<file path="src/hdl/slpa_pkg.sv">
// ----------------------------------------------------------------------------
// slpa_pkg
// Constants and widths shared by the sensor line to percent averager.
// ----------------------------------------------------------------------------
package slpa_pkg;

    // ring and line sizes
    localparam int RING_DEPTH  = 5;
    localparam int MAX_DIGITS  = 5;
    localparam int RING_IDX_W  = $clog2(RING_DEPTH);
    localparam int COUNT_W     = 3;

    // field widths
    localparam int CHAR_W      = 8;
    localparam int RES_W       = 14;
    localparam int ACC_W       = 17;
    localparam int PCT_W       = 7;

    // shared divider: quotient bits, divisor shifted up by QUOT_W-1
    localparam int QUOT_W      = PCT_W;
    localparam int DIV_W       = RES_W + QUOT_W - 1;
    localparam int PROD_W      = RES_W + PCT_W;
    localparam int DIV_CNT_W   = $clog2(QUOT_W);
    localparam int SUM_W       = $clog2(RING_DEPTH * 100 + 1);

    // configuration port
    localparam int CFG_INDEX_W = 1;
    localparam logic [CFG_INDEX_W-1:0] CFG_EMPTY = 1'b0;
    localparam logic [CFG_INDEX_W-1:0] CFG_FULL  = 1'b1;

    // constants
    localparam logic [CHAR_W-1:0] CHAR_CR       = 8'h0d;
    localparam logic [CHAR_W-1:0] CHAR_ZERO     = 8'h30;
    localparam logic [CHAR_W-1:0] CHAR_NINE     = 8'h39;
    localparam logic [ACC_W-1:0]  READING_LIMIT = 17'd10000;
    localparam logic [RES_W-1:0]  FULL_RES_INIT = 14'd10000;
    localparam logic [PCT_W-1:0]  FULL_SCALE    = 7'd100;
    localparam logic [PCT_W-1:0]  LOW_THRESHOLD = 7'd10;

endpackage

</file>
<file path="src/hdl/sensor_line_to_percent_averager.sv">
// ----------------------------------------------------------------------------
// sensor_line_to_percent_averager
// Builds resistance readings from ASCII digits, scales each line to a
// percent level and keeps a ring of levels with average, minimum and maximum.
// ----------------------------------------------------------------------------
// One result item per input character. A character other than a carriage
// return, or a carriage return ending a rejected line, goes from idle straight
// to the finish state. An accepted line's carriage return runs one shared
// restoring divider, one quotient bit per cycle, for the level (unless it is
// clamped to 0 or 100), sweeps the ring one entry per cycle for sum, minimum
// and maximum, and forms the floor average with the same divider. A new item
// is accepted only while the sequencer is idle; a finished result may still
// wait in the output register meanwhile.
module sensor_line_to_percent_averager
(
    input  logic                              clk,
    input  logic                              rst_n,

    input  logic                              cfg_write_en,
    input  logic [slpa_pkg::CFG_INDEX_W-1:0]  cfg_index,
    input  logic [slpa_pkg::RES_W-1:0]        cfg_data,

    input  logic                              in_valid,
    output logic                              in_stall,
    input  logic [slpa_pkg::CHAR_W-1:0]       character,

    output logic                              out_valid,
    input  logic                              out_stall,
    output logic                              line_done,
    output logic                              accepted,
    output logic [slpa_pkg::PCT_W-1:0]        level_percent,
    output logic                              low_level,
    output logic [slpa_pkg::PCT_W-1:0]        average_percent,
    output logic [slpa_pkg::PCT_W-1:0]        minimum_percent,
    output logic [slpa_pkg::PCT_W-1:0]        maximum_percent
);

    typedef enum logic [2:0]
    {
        ST_IDLE,
        ST_DIVIDE,
        ST_STORE,
        ST_SWEEP,
        ST_FINISH
    } state_t;

    state_t                              state_reg, state_next;

    logic [slpa_pkg::RES_W-1:0]          empty_reg, empty_next;
    logic [slpa_pkg::RES_W-1:0]          full_reg, full_next;

    logic [slpa_pkg::ACC_W-1:0]          acc_reg, acc_next;
    logic [slpa_pkg::COUNT_W-1:0]        count_reg, count_next;
    logic                                stopped_reg, stopped_next;
    logic                                overflow_reg, overflow_next;

    logic [slpa_pkg::PCT_W-1:0]          ring_reg [slpa_pkg::RING_DEPTH];
    logic [slpa_pkg::PCT_W-1:0]          ring_next [slpa_pkg::RING_DEPTH];
    logic [slpa_pkg::RING_IDX_W-1:0]     wpos_reg, wpos_next;
    logic [slpa_pkg::RING_IDX_W-1:0]     idx_reg, idx_next;
    logic [slpa_pkg::PCT_W-1:0]          last_reg, last_next;

    logic [slpa_pkg::SUM_W-1:0]          sum_reg, sum_next;
    logic [slpa_pkg::PCT_W-1:0]          min_reg, min_next;
    logic [slpa_pkg::PCT_W-1:0]          max_reg, max_next;
    logic [slpa_pkg::PCT_W-1:0]          avg_reg, avg_next;

    logic [slpa_pkg::DIV_W-1:0]          num_reg, num_next;
    logic [slpa_pkg::DIV_W-1:0]          den_reg, den_next;
    logic [slpa_pkg::QUOT_W-1:0]         quot_reg, quot_next;
    logic [slpa_pkg::DIV_CNT_W-1:0]      dcnt_reg, dcnt_next;
    logic                                div_avg_reg, div_avg_next;

    logic                                done_reg, done_next;
    logic                                acc_ok_reg, acc_ok_next;

    logic                                out_valid_reg, out_valid_next;
    logic                                o_done_reg, o_done_next;
    logic                                o_acc_reg, o_acc_next;
    logic [slpa_pkg::PCT_W-1:0]          o_level_reg, o_level_next;
    logic                                o_low_reg, o_low_next;
    logic [slpa_pkg::PCT_W-1:0]          o_avg_reg, o_avg_next;
    logic [slpa_pkg::PCT_W-1:0]          o_min_reg, o_min_next;
    logic [slpa_pkg::PCT_W-1:0]          o_max_reg, o_max_next;

    logic                                in_accept;
    logic                                line_ok;
    logic [slpa_pkg::RES_W-1:0]          span;
    logic [slpa_pkg::RES_W-1:0]          offset;
    logic [slpa_pkg::PROD_W-1:0]         product;
    logic [slpa_pkg::ACC_W-1:0]          acc_times_ten;
    logic [slpa_pkg::DIV_W:0]            diff;
    logic [slpa_pkg::QUOT_W-1:0]         quot_step;
    logic [slpa_pkg::PCT_W-1:0]          entry;
    logic [slpa_pkg::SUM_W-1:0]          sum_step;
    logic                                sweep_last;

    assign in_accept = in_valid && (state_reg == ST_IDLE);
    assign in_stall  = (state_reg != ST_IDLE);

    assign line_ok = !overflow_reg && (acc_reg < slpa_pkg::READING_LIMIT)
                     && (full_reg > empty_reg);
    assign span    = full_reg - empty_reg;
    assign offset  = acc_reg[slpa_pkg::RES_W-1:0] - empty_reg;
    assign product = slpa_pkg::PROD_W'(offset) * slpa_pkg::PROD_W'(slpa_pkg::FULL_SCALE);
    assign acc_times_ten = (acc_reg << 3) + (acc_reg << 1);

    // shared restoring divider step
    assign diff      = {1'b0, num_reg} - {1'b0, den_reg};
    assign quot_step = {quot_reg[slpa_pkg::QUOT_W-2:0], ~diff[slpa_pkg::DIV_W]};

    assign entry      = ring_reg[idx_reg];
    assign sum_step   = (idx_reg == '0) ? slpa_pkg::SUM_W'(entry)
                                        : sum_reg + slpa_pkg::SUM_W'(entry);
    assign sweep_last = (idx_reg == slpa_pkg::RING_IDX_W'(slpa_pkg::RING_DEPTH - 1));

    always_comb
    begin
        state_next     = state_reg;
        empty_next     = empty_reg;
        full_next      = full_reg;
        acc_next       = acc_reg;
        count_next     = count_reg;
        stopped_next   = stopped_reg;
        overflow_next  = overflow_reg;
        ring_next      = ring_reg;
        wpos_next      = wpos_reg;
        idx_next       = idx_reg;
        last_next      = last_reg;
        sum_next       = sum_reg;
        min_next       = min_reg;
        max_next       = max_reg;
        avg_next       = avg_reg;
        num_next       = num_reg;
        den_next       = den_reg;
        quot_next      = quot_reg;
        dcnt_next      = dcnt_reg;
        div_avg_next   = div_avg_reg;
        done_next      = done_reg;
        acc_ok_next    = acc_ok_reg;
        out_valid_next = out_valid_reg;
        o_done_next    = o_done_reg;
        o_acc_next     = o_acc_reg;
        o_level_next   = o_level_reg;
        o_low_next     = o_low_reg;
        o_avg_next     = o_avg_reg;
        o_min_next     = o_min_reg;
        o_max_next     = o_max_reg;

        if (cfg_write_en)
        begin
            unique case (cfg_index)
                slpa_pkg::CFG_EMPTY: empty_next = cfg_data;
                slpa_pkg::CFG_FULL:  full_next  = cfg_data;
                default:             empty_next = empty_reg;
            endcase
        end

        if (out_valid_reg && !out_stall)
        begin
            out_valid_next = 1'b0;
        end

        unique case (state_reg)
            ST_IDLE:
            begin
                if (in_accept)
                begin
                    acc_ok_next = 1'b0;
                    if (character == slpa_pkg::CHAR_CR)
                    begin
                        done_next     = 1'b1;
                        acc_next      = '0;
                        count_next    = '0;
                        stopped_next  = 1'b0;
                        overflow_next = 1'b0;
                        state_next    = ST_FINISH;
                        if (line_ok)
                        begin
                            acc_ok_next = 1'b1;
                            if (acc_reg <= slpa_pkg::ACC_W'(empty_reg))
                            begin
                                quot_next  = '0;
                                state_next = ST_STORE;
                            end
                            else if (acc_reg >= slpa_pkg::ACC_W'(full_reg))
                            begin
                                quot_next  = slpa_pkg::FULL_SCALE;
                                state_next = ST_STORE;
                            end
                            else
                            begin
                                num_next     = product[slpa_pkg::DIV_W-1:0];
                                den_next     = slpa_pkg::DIV_W'(span) << (slpa_pkg::QUOT_W - 1);
                                quot_next    = '0;
                                dcnt_next    = '0;
                                div_avg_next = 1'b0;
                                state_next   = ST_DIVIDE;
                            end
                        end
                    end
                    else
                    begin
                        done_next  = 1'b0;
                        state_next = ST_FINISH;
                        if (count_reg >= slpa_pkg::COUNT_W'(slpa_pkg::MAX_DIGITS))
                        begin
                            overflow_next = 1'b1;
                        end
                        else
                        begin
                            count_next = count_reg + 1'b1;
                            if ((character >= slpa_pkg::CHAR_ZERO) &&
                                (character <= slpa_pkg::CHAR_NINE) && !stopped_reg)
                            begin
                                acc_next = acc_times_ten
                                           + slpa_pkg::ACC_W'(character - slpa_pkg::CHAR_ZERO);
                            end
                            else
                            begin
                                stopped_next = 1'b1;
                            end
                        end
                    end
                end
            end

            ST_DIVIDE:
            begin
                if (!diff[slpa_pkg::DIV_W])
                begin
                    num_next = diff[slpa_pkg::DIV_W-1:0];
                end
                quot_next = quot_step;
                den_next  = den_reg >> 1;
                dcnt_next = dcnt_reg + 1'b1;
                if (dcnt_reg == slpa_pkg::DIV_CNT_W'(slpa_pkg::QUOT_W - 1))
                begin
                    if (div_avg_reg)
                    begin
                        avg_next   = quot_step;
                        state_next = ST_FINISH;
                    end
                    else
                    begin
                        state_next = ST_STORE;
                    end
                end
            end

            ST_STORE:
            begin
                ring_next[wpos_reg] = quot_reg;
                last_next           = quot_reg;
                if (wpos_reg == slpa_pkg::RING_IDX_W'(slpa_pkg::RING_DEPTH - 1))
                begin
                    wpos_next = '0;
                end
                else
                begin
                    wpos_next = wpos_reg + 1'b1;
                end
                idx_next   = '0;
                state_next = ST_SWEEP;
            end

            ST_SWEEP:
            begin
                sum_next = sum_step;
                if (idx_reg == '0)
                begin
                    min_next = entry;
                    max_next = entry;
                end
                else
                begin
                    if (entry < min_reg)
                    begin
                        min_next = entry;
                    end
                    if (entry > max_reg)
                    begin
                        max_next = entry;
                    end
                end
                if (sweep_last)
                begin
                    num_next     = slpa_pkg::DIV_W'(sum_step);
                    den_next     = slpa_pkg::DIV_W'(slpa_pkg::RING_DEPTH) << (slpa_pkg::QUOT_W - 1);
                    quot_next    = '0;
                    dcnt_next    = '0;
                    div_avg_next = 1'b1;
                    state_next   = ST_DIVIDE;
                end
                else
                begin
                    idx_next = idx_reg + 1'b1;
                end
            end

            ST_FINISH:
            begin
                if (!out_valid_reg || !out_stall)
                begin
                    out_valid_next = 1'b1;
                    o_done_next    = done_reg;
                    o_acc_next     = acc_ok_reg;
                    o_level_next   = last_reg;
                    o_low_next     = (last_reg < slpa_pkg::LOW_THRESHOLD);
                    o_avg_next     = avg_reg;
                    o_min_next     = min_reg;
                    o_max_next     = max_reg;
                    state_next     = ST_IDLE;
                end
            end

            default:
            begin
                state_next = ST_IDLE;
            end
        endcase
    end

    always_ff @(posedge clk or negedge rst_n)
    begin
        if (!rst_n)
        begin
            state_reg     <= ST_IDLE;
            empty_reg     <= '0;
            full_reg      <= slpa_pkg::FULL_RES_INIT;
            acc_reg       <= '0;
            count_reg     <= '0;
            stopped_reg   <= 1'b0;
            overflow_reg  <= 1'b0;
            for (int i = 0; i < slpa_pkg::RING_DEPTH; i++)
            begin
                ring_reg[i] <= '0;
            end
            wpos_reg      <= '0;
            idx_reg       <= '0;
            last_reg      <= '0;
            sum_reg       <= '0;
            min_reg       <= '0;
            max_reg       <= '0;
            avg_reg       <= '0;
            num_reg       <= '0;
            den_reg       <= '0;
            quot_reg      <= '0;
            dcnt_reg      <= '0;
            div_avg_reg   <= 1'b0;
            done_reg      <= 1'b0;
            acc_ok_reg    <= 1'b0;
            out_valid_reg <= 1'b0;
            o_done_reg    <= 1'b0;
            o_acc_reg     <= 1'b0;
            o_level_reg   <= '0;
            o_low_reg     <= 1'b0;
            o_avg_reg     <= '0;
            o_min_reg     <= '0;
            o_max_reg     <= '0;
        end
        else
        begin
            state_reg     <= state_next;
            empty_reg     <= empty_next;
            full_reg      <= full_next;
            acc_reg       <= acc_next;
            count_reg     <= count_next;
            stopped_reg   <= stopped_next;
            overflow_reg  <= overflow_next;
            ring_reg      <= ring_next;
            wpos_reg      <= wpos_next;
            idx_reg       <= idx_next;
            last_reg      <= last_next;
            sum_reg       <= sum_next;
            min_reg       <= min_next;
            max_reg       <= max_next;
            avg_reg       <= avg_next;
            num_reg       <= num_next;
            den_reg       <= den_next;
            quot_reg      <= quot_next;
            dcnt_reg      <= dcnt_next;
            div_avg_reg   <= div_avg_next;
            done_reg      <= done_next;
            acc_ok_reg    <= acc_ok_next;
            out_valid_reg <= out_valid_next;
            o_done_reg    <= o_done_next;
            o_acc_reg     <= o_acc_next;
            o_level_reg   <= o_level_next;
            o_low_reg     <= o_low_next;
            o_avg_reg     <= o_avg_next;
            o_min_reg     <= o_min_next;
            o_max_reg     <= o_max_next;
        end
    end

    assign out_valid       = out_valid_reg;
    assign line_done       = o_done_reg;
    assign accepted        = o_acc_reg;
    assign level_percent   = o_level_reg;
    assign low_level       = o_low_reg;
    assign average_percent = o_avg_reg;
    assign minimum_percent = o_min_reg;
    assign maximum_percent = o_max_reg;

endmodule

</file>
<file path="config.mk">
export PLATFORM = sky130hd
export DESIGN_NAME = sensor_line_to_percent_averager
export DESIGN_NICKNAME = d
export VERILOG_FILES = /design/src/hdl/slpa_pkg.sv /design/src/hdl/sensor_line_to_percent_averager.sv
export SDC_FILE = /design/constraint.sdc
export NUM_CORES = 1
export LEC_CHECK = 0
export BUFFER_PORTS_ARGS = -buffer_cell sky130_fd_sc_hd__buf_4
export CORE_UTILIZATION = 63
export DETAILED_ROUTE_END_ITERATION = 10
export PLACE_DENSITY = 0.81
export REMOVE_ABC_BUFFERS = 1
export SLEW_MARGIN = 20
export SYNTH_ARGS = -nofsm -noshare
export SYNTH_HDL_FRONTEND = slang
export SYNTH_SLANG_ARGS = --single-unit
</file>
<file path="constraint.sdc">
create_clock -name clk -period 6 [get_ports clk]
set_input_delay 0.3 -clock clk [delete_from_list [all_inputs] [get_ports clk]]
set_output_delay 0.3 -clock clk [all_outputs]
set_load 0.02 [all_outputs]
</file>
# Word-level counts from Yosys, hierarchy flattened
# Index checks and enable logic that the tools add are counted.
totals:
  latchBits: 0
  romBits: 0
  memories: 0
  in_bits: 28
  mem_bits_rw: 0
  out_inout_bits: 33
  reg_bits: 216
op_classes:
  shifts: 0
  n_addsub: 11
  reduce_logical: 39
  order_cmp: 13
  n_mul: 1
  n_mux: 76
  div: 0
  n_bitwise: 4
  eq_ne: 20
op_table:
  columns: ["operator", "count"]
  rows:
  - ["$mux W20", 13]
  - ["$pmux W20 S3", 2]
  - ["$mux W7", 13]
  - ["$mux W17", 3]
  - ["$mux W3", 17]
  - ["$bwmux W35", 1]
  - ["$add A17 B17 Y17", 2]
  - ["$sub A14 B14 Y14", 2]
  - ["$ne A2 B2 Y1 const B", 11]
  - ["$bmux W7 S3", 1]
  - ["$demux W7 S3", 1]
  - ["$pmux W7 S3", 1]
  - ["$sub A20 B20 Y21", 1]
  - ["$mul A14 B5 Y18 const B", 1]
  - ["$ge A17 B14 Y1", 1]
  - ["$le A17 B14 Y1", 1]
  - ["$lt A17 B14 Y1 const B", 1]
  - ["$mux W1", 17]
  - ["$pmux W3 S5", 1]
  - ["$gt A14 B14 Y1", 1]
  - ["$reduce_and A2 Y1", 7]
  - ["$reduce_and A7 Y1", 2]
  - ["$add A3 B1 Y3 const B", 4]
  - ["$eq A3 B3 Y1 const B", 4]
  - ["31 further kinds", 56]

# Longest topological paths before layout
logic_depth:
  word_depth: 8
  depth_mapped: 25
  mapped_depth_nobuf: 25

# Least setup slack after synthesis
# OpenSTA, ideal clock, no wires.
synth_timing:
  kind: "register to register"
  from: "register acc_reg[0] in the netlist's numbering"
  to: "register num_reg[19] in the netlist's numbering"
  stages_incl_launch_ff: 24
  period_less_slack_ns: 4.930
  t_arrival_ns: 4.802
  slack_ns: 1.070
  cell_sequence: "dfrtp_1 inv_1 ha_1 fa_1 nor2b_1 o21ai_0 a21oi_1 o21ai_1 a21oi_1 o21ai_1 nor3b_1 or3_1 ha_1 ha_1 inv_1 fa_1 inv_1 ha_1 a21oi_1 o21ai_0 a211oi_1 xnor2_1 o22ai_1 mux2_1"
synth_between:
  elab_chain_cells: 8
synth_lines:
  columns: ["item", "line_no", "text"]
  rows:
  - ["start, declared", "sensor_line_to_percent_averager.sv:52", "logic [slpa_pkg::ACC_W-1:0] acc_reg, acc_next;"]
  - ["start signal, assigned", "sensor_line_to_percent_averager.sv:367", "acc_reg <= acc_next;"]
  - ["$sub A14 B14 Y14", "sensor_line_to_percent_averager.sv:104", "assign offset = acc_reg[slpa_pkg::RES_W-1:0] - empty_reg;"]
  - ["$mul A14 B5 Y18", "sensor_line_to_percent_averager.sv:105", "assign product = slpa_pkg::PROD_W'(offset) * slpa_pkg::PROD_W'(slpa_pkg::FULL_SCALE);"]
  - ["$mux W20", "sensor_line_to_percent_averager.sv:186", "else if (acc_reg >= slpa_pkg::ACC_W'(full_reg))"]
  - ["$mux W20", "sensor_line_to_percent_averager.sv:181", "if (acc_reg <= slpa_pkg::ACC_W'(empty_reg))"]
  - ["$mux W20", "sensor_line_to_percent_averager.sv:178", "if (line_ok)"]
  - ["$mux W20", "sensor_line_to_percent_averager.sv:170", "if (character == slpa_pkg::CHAR_CR)"]
  - ["$mux W20", "sensor_line_to_percent_averager.sv:167", "if (in_accept)"]
  - ["$pmux W20 S3", "sensor_line_to_percent_averager.sv:164", "unique case (state_reg)"]
  - ["end signal, assigned", "sensor_line_to_percent_averager.sv:379", "num_reg <= num_next;"]
  - ["end, declared", "sensor_line_to_percent_averager.sv:68", "logic [slpa_pkg::DIV_W-1:0] num_reg, num_next;"]
# Several ways; a longest one is shown, not always the timed one. The select of a mux whose other input is x is not followed.
# A chain may end at the register's enable or synchronous reset.

# Worst setup path after layout
# Same ends and word-level chain as after synthesis.

==> flow_metrics.env <==
export IMPL_outcome="finished clean"
export IMPL_power_density_nw_per_um2=588.4
export IMPL_cts_buffer_depth=3
export IMPL_drc=0
export IMPL_fin_cells=1885
export IMPL_worst_ep_arrival_time_ps=5800
export IMPL_synth_seq_area_share=0.3646
export IMPL_reg2reg_depth=23
export IMPL_antenna_found_initial=0
export IMPL_grt_pass1_wl_um=57620
export IMPL_crit_fanout=6
export IMPL_synth_avg_cell_area_um2=9.862
export IMPL_cp_start_kind="register"
export IMPL_ys_ff_latch=216
export IMPL_crit_top_cell="ha_1"
export IMPL_fmax_ghz=0.1853
export IMPL_drt_iter0_drc=763
export IMPL_ios=61
export IMPL_grt_pass1_vias=11520
export IMPL_via_per_inst=6.051
export IMPL_slowest_stage="fa_1"
export IMPL_dpl_cell_count=1841
export IMPL_worstSetupEndpoint="num_reg[19]"
export IMPL_drt_met1_wl_um=15040
export IMPL_synth_ff_type="dfrtp_1"
export IMPL_diodes=0
export IMPL_rsz0062_at_grt="no"
export IMPL_clock_sinks=216
export IMPL_initial_core_util=0.6497
export IMPL_critPathRequiredTime_ps=6400
export IMPL_crit_type="reg -> reg"
export IMPL_cp_slowest_stage_delay_ps=540
export IMPL_die_h_um=155.5
export IMPL_postPlaceCellArea_um2=15560
export IMPL_p_leak_nw=8.099
export IMPL_fin_area_um2=16370
export IMPL_tns_ps=0
export IMPL_timing_rr_start="acc_reg[0]"
export IMPL_cap_violations=0
export IMPL_r2r_slack_ps=600
export IMPL_hold_depth=3
export IMPL_fin_crit_ps=5398
export IMPL_core_um2=22850
export IMPL_min_path_type="in -> reg"
export IMPL_setup_viol=0
export IMPL_cts_tree="done"
export IMPL_grt_max_degree=76
export IMPL_cts_clk_slew_worst_paths_ps=60
export IMPL_critPathLaunch="acc_reg[0]"
export IMPL_drt_wl_total_um=34710
export IMPL_detail_route_wl_per_cell_um=18.41
export IMPL_met2_length_um=17090
export IMPL_root_buffer="clkbuf_16"
export IMPL_largest_register_ff_count=35
export IMPL_finalHoldViolCount=0
export IMPL_synth_edf_count=0
export IMPL_dp_hpwl_um=25570
export IMPL_h_tree_depth=1
export IMPL_wl_met3_um=1551
export IMPL_worstMarginPinSlew_ps=1023
export IMPL_cp_cell_sequence="inv_1, ha_1, fa_1, nor2b_1, o21ai_0, a21oi_1, o21ai_1, a21oi_1, o21ai_1, nor3b_1, or3_1, ha_1, ha_1, inv_1, fa_1, inv_1, ha_1, a21oi_1, o21ai_0, a211oi_1, xnor2_1, o22ai_1, mux2_1"
export IMPL_final_max_slew_viol_count=0
export IMPL_synth_warnings=0
export IMPL_async_flop_share=1.000
export IMPL_numCtsBuffers=24
export IMPL_vias=11410
export IMPL_die_w_um=155.5
export IMPL_cts_resized=0
export IMPL_fin_skew_ps=9.580
export IMPL_area_delta_synth_final_pct=10.29
export IMPL_drtAntennaViolNets=0
export IMPL_core_rowCount=55
export IMPL_grt_ovfl_total=0
export IMPL_synth_cell_types=85
export IMPL_clock_latency_ps=520
export IMPL_portBuffers=60
export IMPL_end_kind="register"
export IMPL_period_share=0.8997
export IMPL_gp_congestion=0.8944
export IMPL_top_layer_used="met4"
export IMPL_synthCells=1505
export IMPL_grtUsageTotal=0.2976
export IMPL_fin_nets=1764
export IMPL_first_pass_iters=5
export IMPL_r2r_end="num_reg[19]"
export IMPL_irDropWorstVdd_mv=0.2839
export IMPL_slew_headroom=0.3002
export IMPL_fin_util=0.7165
export IMPL_dieArea_um2=24180
export IMPL_syn_area_um2=14840
export IMPL_drive_above_1_share=0.1520
through the flow:
| stage | hold WS, ps | worst slack [ps] | total power, W |
|---|---|---|---|
| floorplan | 4.409 | 1037 | 0.006642 |
| global placement | 301.2 | 777.4 | 0.007868 |
| detailed placement | 298.0 | 631.2 | 0.008099 |
| CTS | 5.598 | 603.4 | 0.009602 |
| global route | 1.443 | 239.9 | 0.01042 |
| finish | 7.743 | 602.0 | 0.009632 |
worst min path at each step:
stage,from,to,slack [ps]
floorplan,rst_n,acc_ok_reg,4
global placement,rst_n,num_reg[14],300
detailed placement,rst_n,num_reg[14],300
CTS,cfg_data[4],empty_reg[4],6
global route,cfg_data[13],empty_reg[13],1
finish,cfg_data[13],empty_reg[13],8
cell usage in the layout, fill, tap and decap left out, types with 11 or more instances in the layout:
cell	instances
buf_4	67
o21ai_1	22
mux2_2	82
o21ai_0	90
fa_1	27
xor2_1	30
xnor2_1	36
nand3_1	29
nand2_1	148
o31ai_1	12
mux2i_1	13
o21a_1	14
a21oi_1	69
dfrtp_1	211
a22o_1	16
nor3_1	26
clkbuf_16	24
ha_1	151
o21bai_1	11
nand2b_1	14
a21o_1	25
nor2b_1	17
inv_1	154
mux2_4	16
nor2_1	66
layout make-up:
cell class                 instances  area [um2]
multi-input combinational       1090        8666
fill                            1687        6476
sequential                       216        5411
clock buffer                      31       646.9
inverter                         154       578.1
timing repair buffer              72       558.0
tap                              313       391.6
clock inverter                     9       118.9
report_power, final:
part,internal (W),switching (W)
Sequential,0.00197,0.000429
Combinational,0.00253,0.00326
Clock,0.000846,0.000593
Total,0.00535,0.00429
cells by family after synthesis:
logic type      Yosys count  share of synthesized area
simple gates            365                     0.1169
compound gates          357                     0.1613
mux                     124                     0.1025
buf+inv                 199                    0.05209
fa+ha+maj               178                     0.1637
flops                   216                     0.3646
xor+xnor                 66                    0.03894
what timing repair did:
item,4_1_cts,5_1_grt
endpoints found under the hold margin,75,0
hold buffers,4,0
setup buffers,0,0
cells in the mapped netlist, types with 25 or more instances:
master | n | area, um2
a21oi_1 | 69 | 345.3
ha_1 | 151 | 1889
inv_1 | 154 | 578.1
clkbuf_1 | 35 | 131.4
fa_1 | 27 | 540.5
xor2_1 | 30 | 262.8
a21o_1 | 25 | 187.7
dfrtp_1 | 211 | 5280
nor3_1 | 26 | 130.1
nand2_1 | 148 | 555.5
mux2_2 | 82 | 923.4
xnor2_1 | 36 | 315.3
nand3_1 | 30 | 150.1
nor2_1 | 66 | 247.7
o21ai_0 | 90 | 450.4
routing by layer:
layer  GRT usage  vias up
li1            -     5419
met1      0.3949     5594
met2      0.5119      325
met3     0.03120       69
met4     0.09617        0
met5           0        -
worst max-delay path: cells and delay by family (launching register included):
family	cells	cell delay (ps)
adders and majority gates	6	2150
AOI/OAI and AO/OA	9	1390
and+or+nand+nor	3	670
DFF	1	420
muxes	1	310
buffers and inverters	3	170
xor gates and xnor gates	1	150
(Power assumes the default switching activity.)
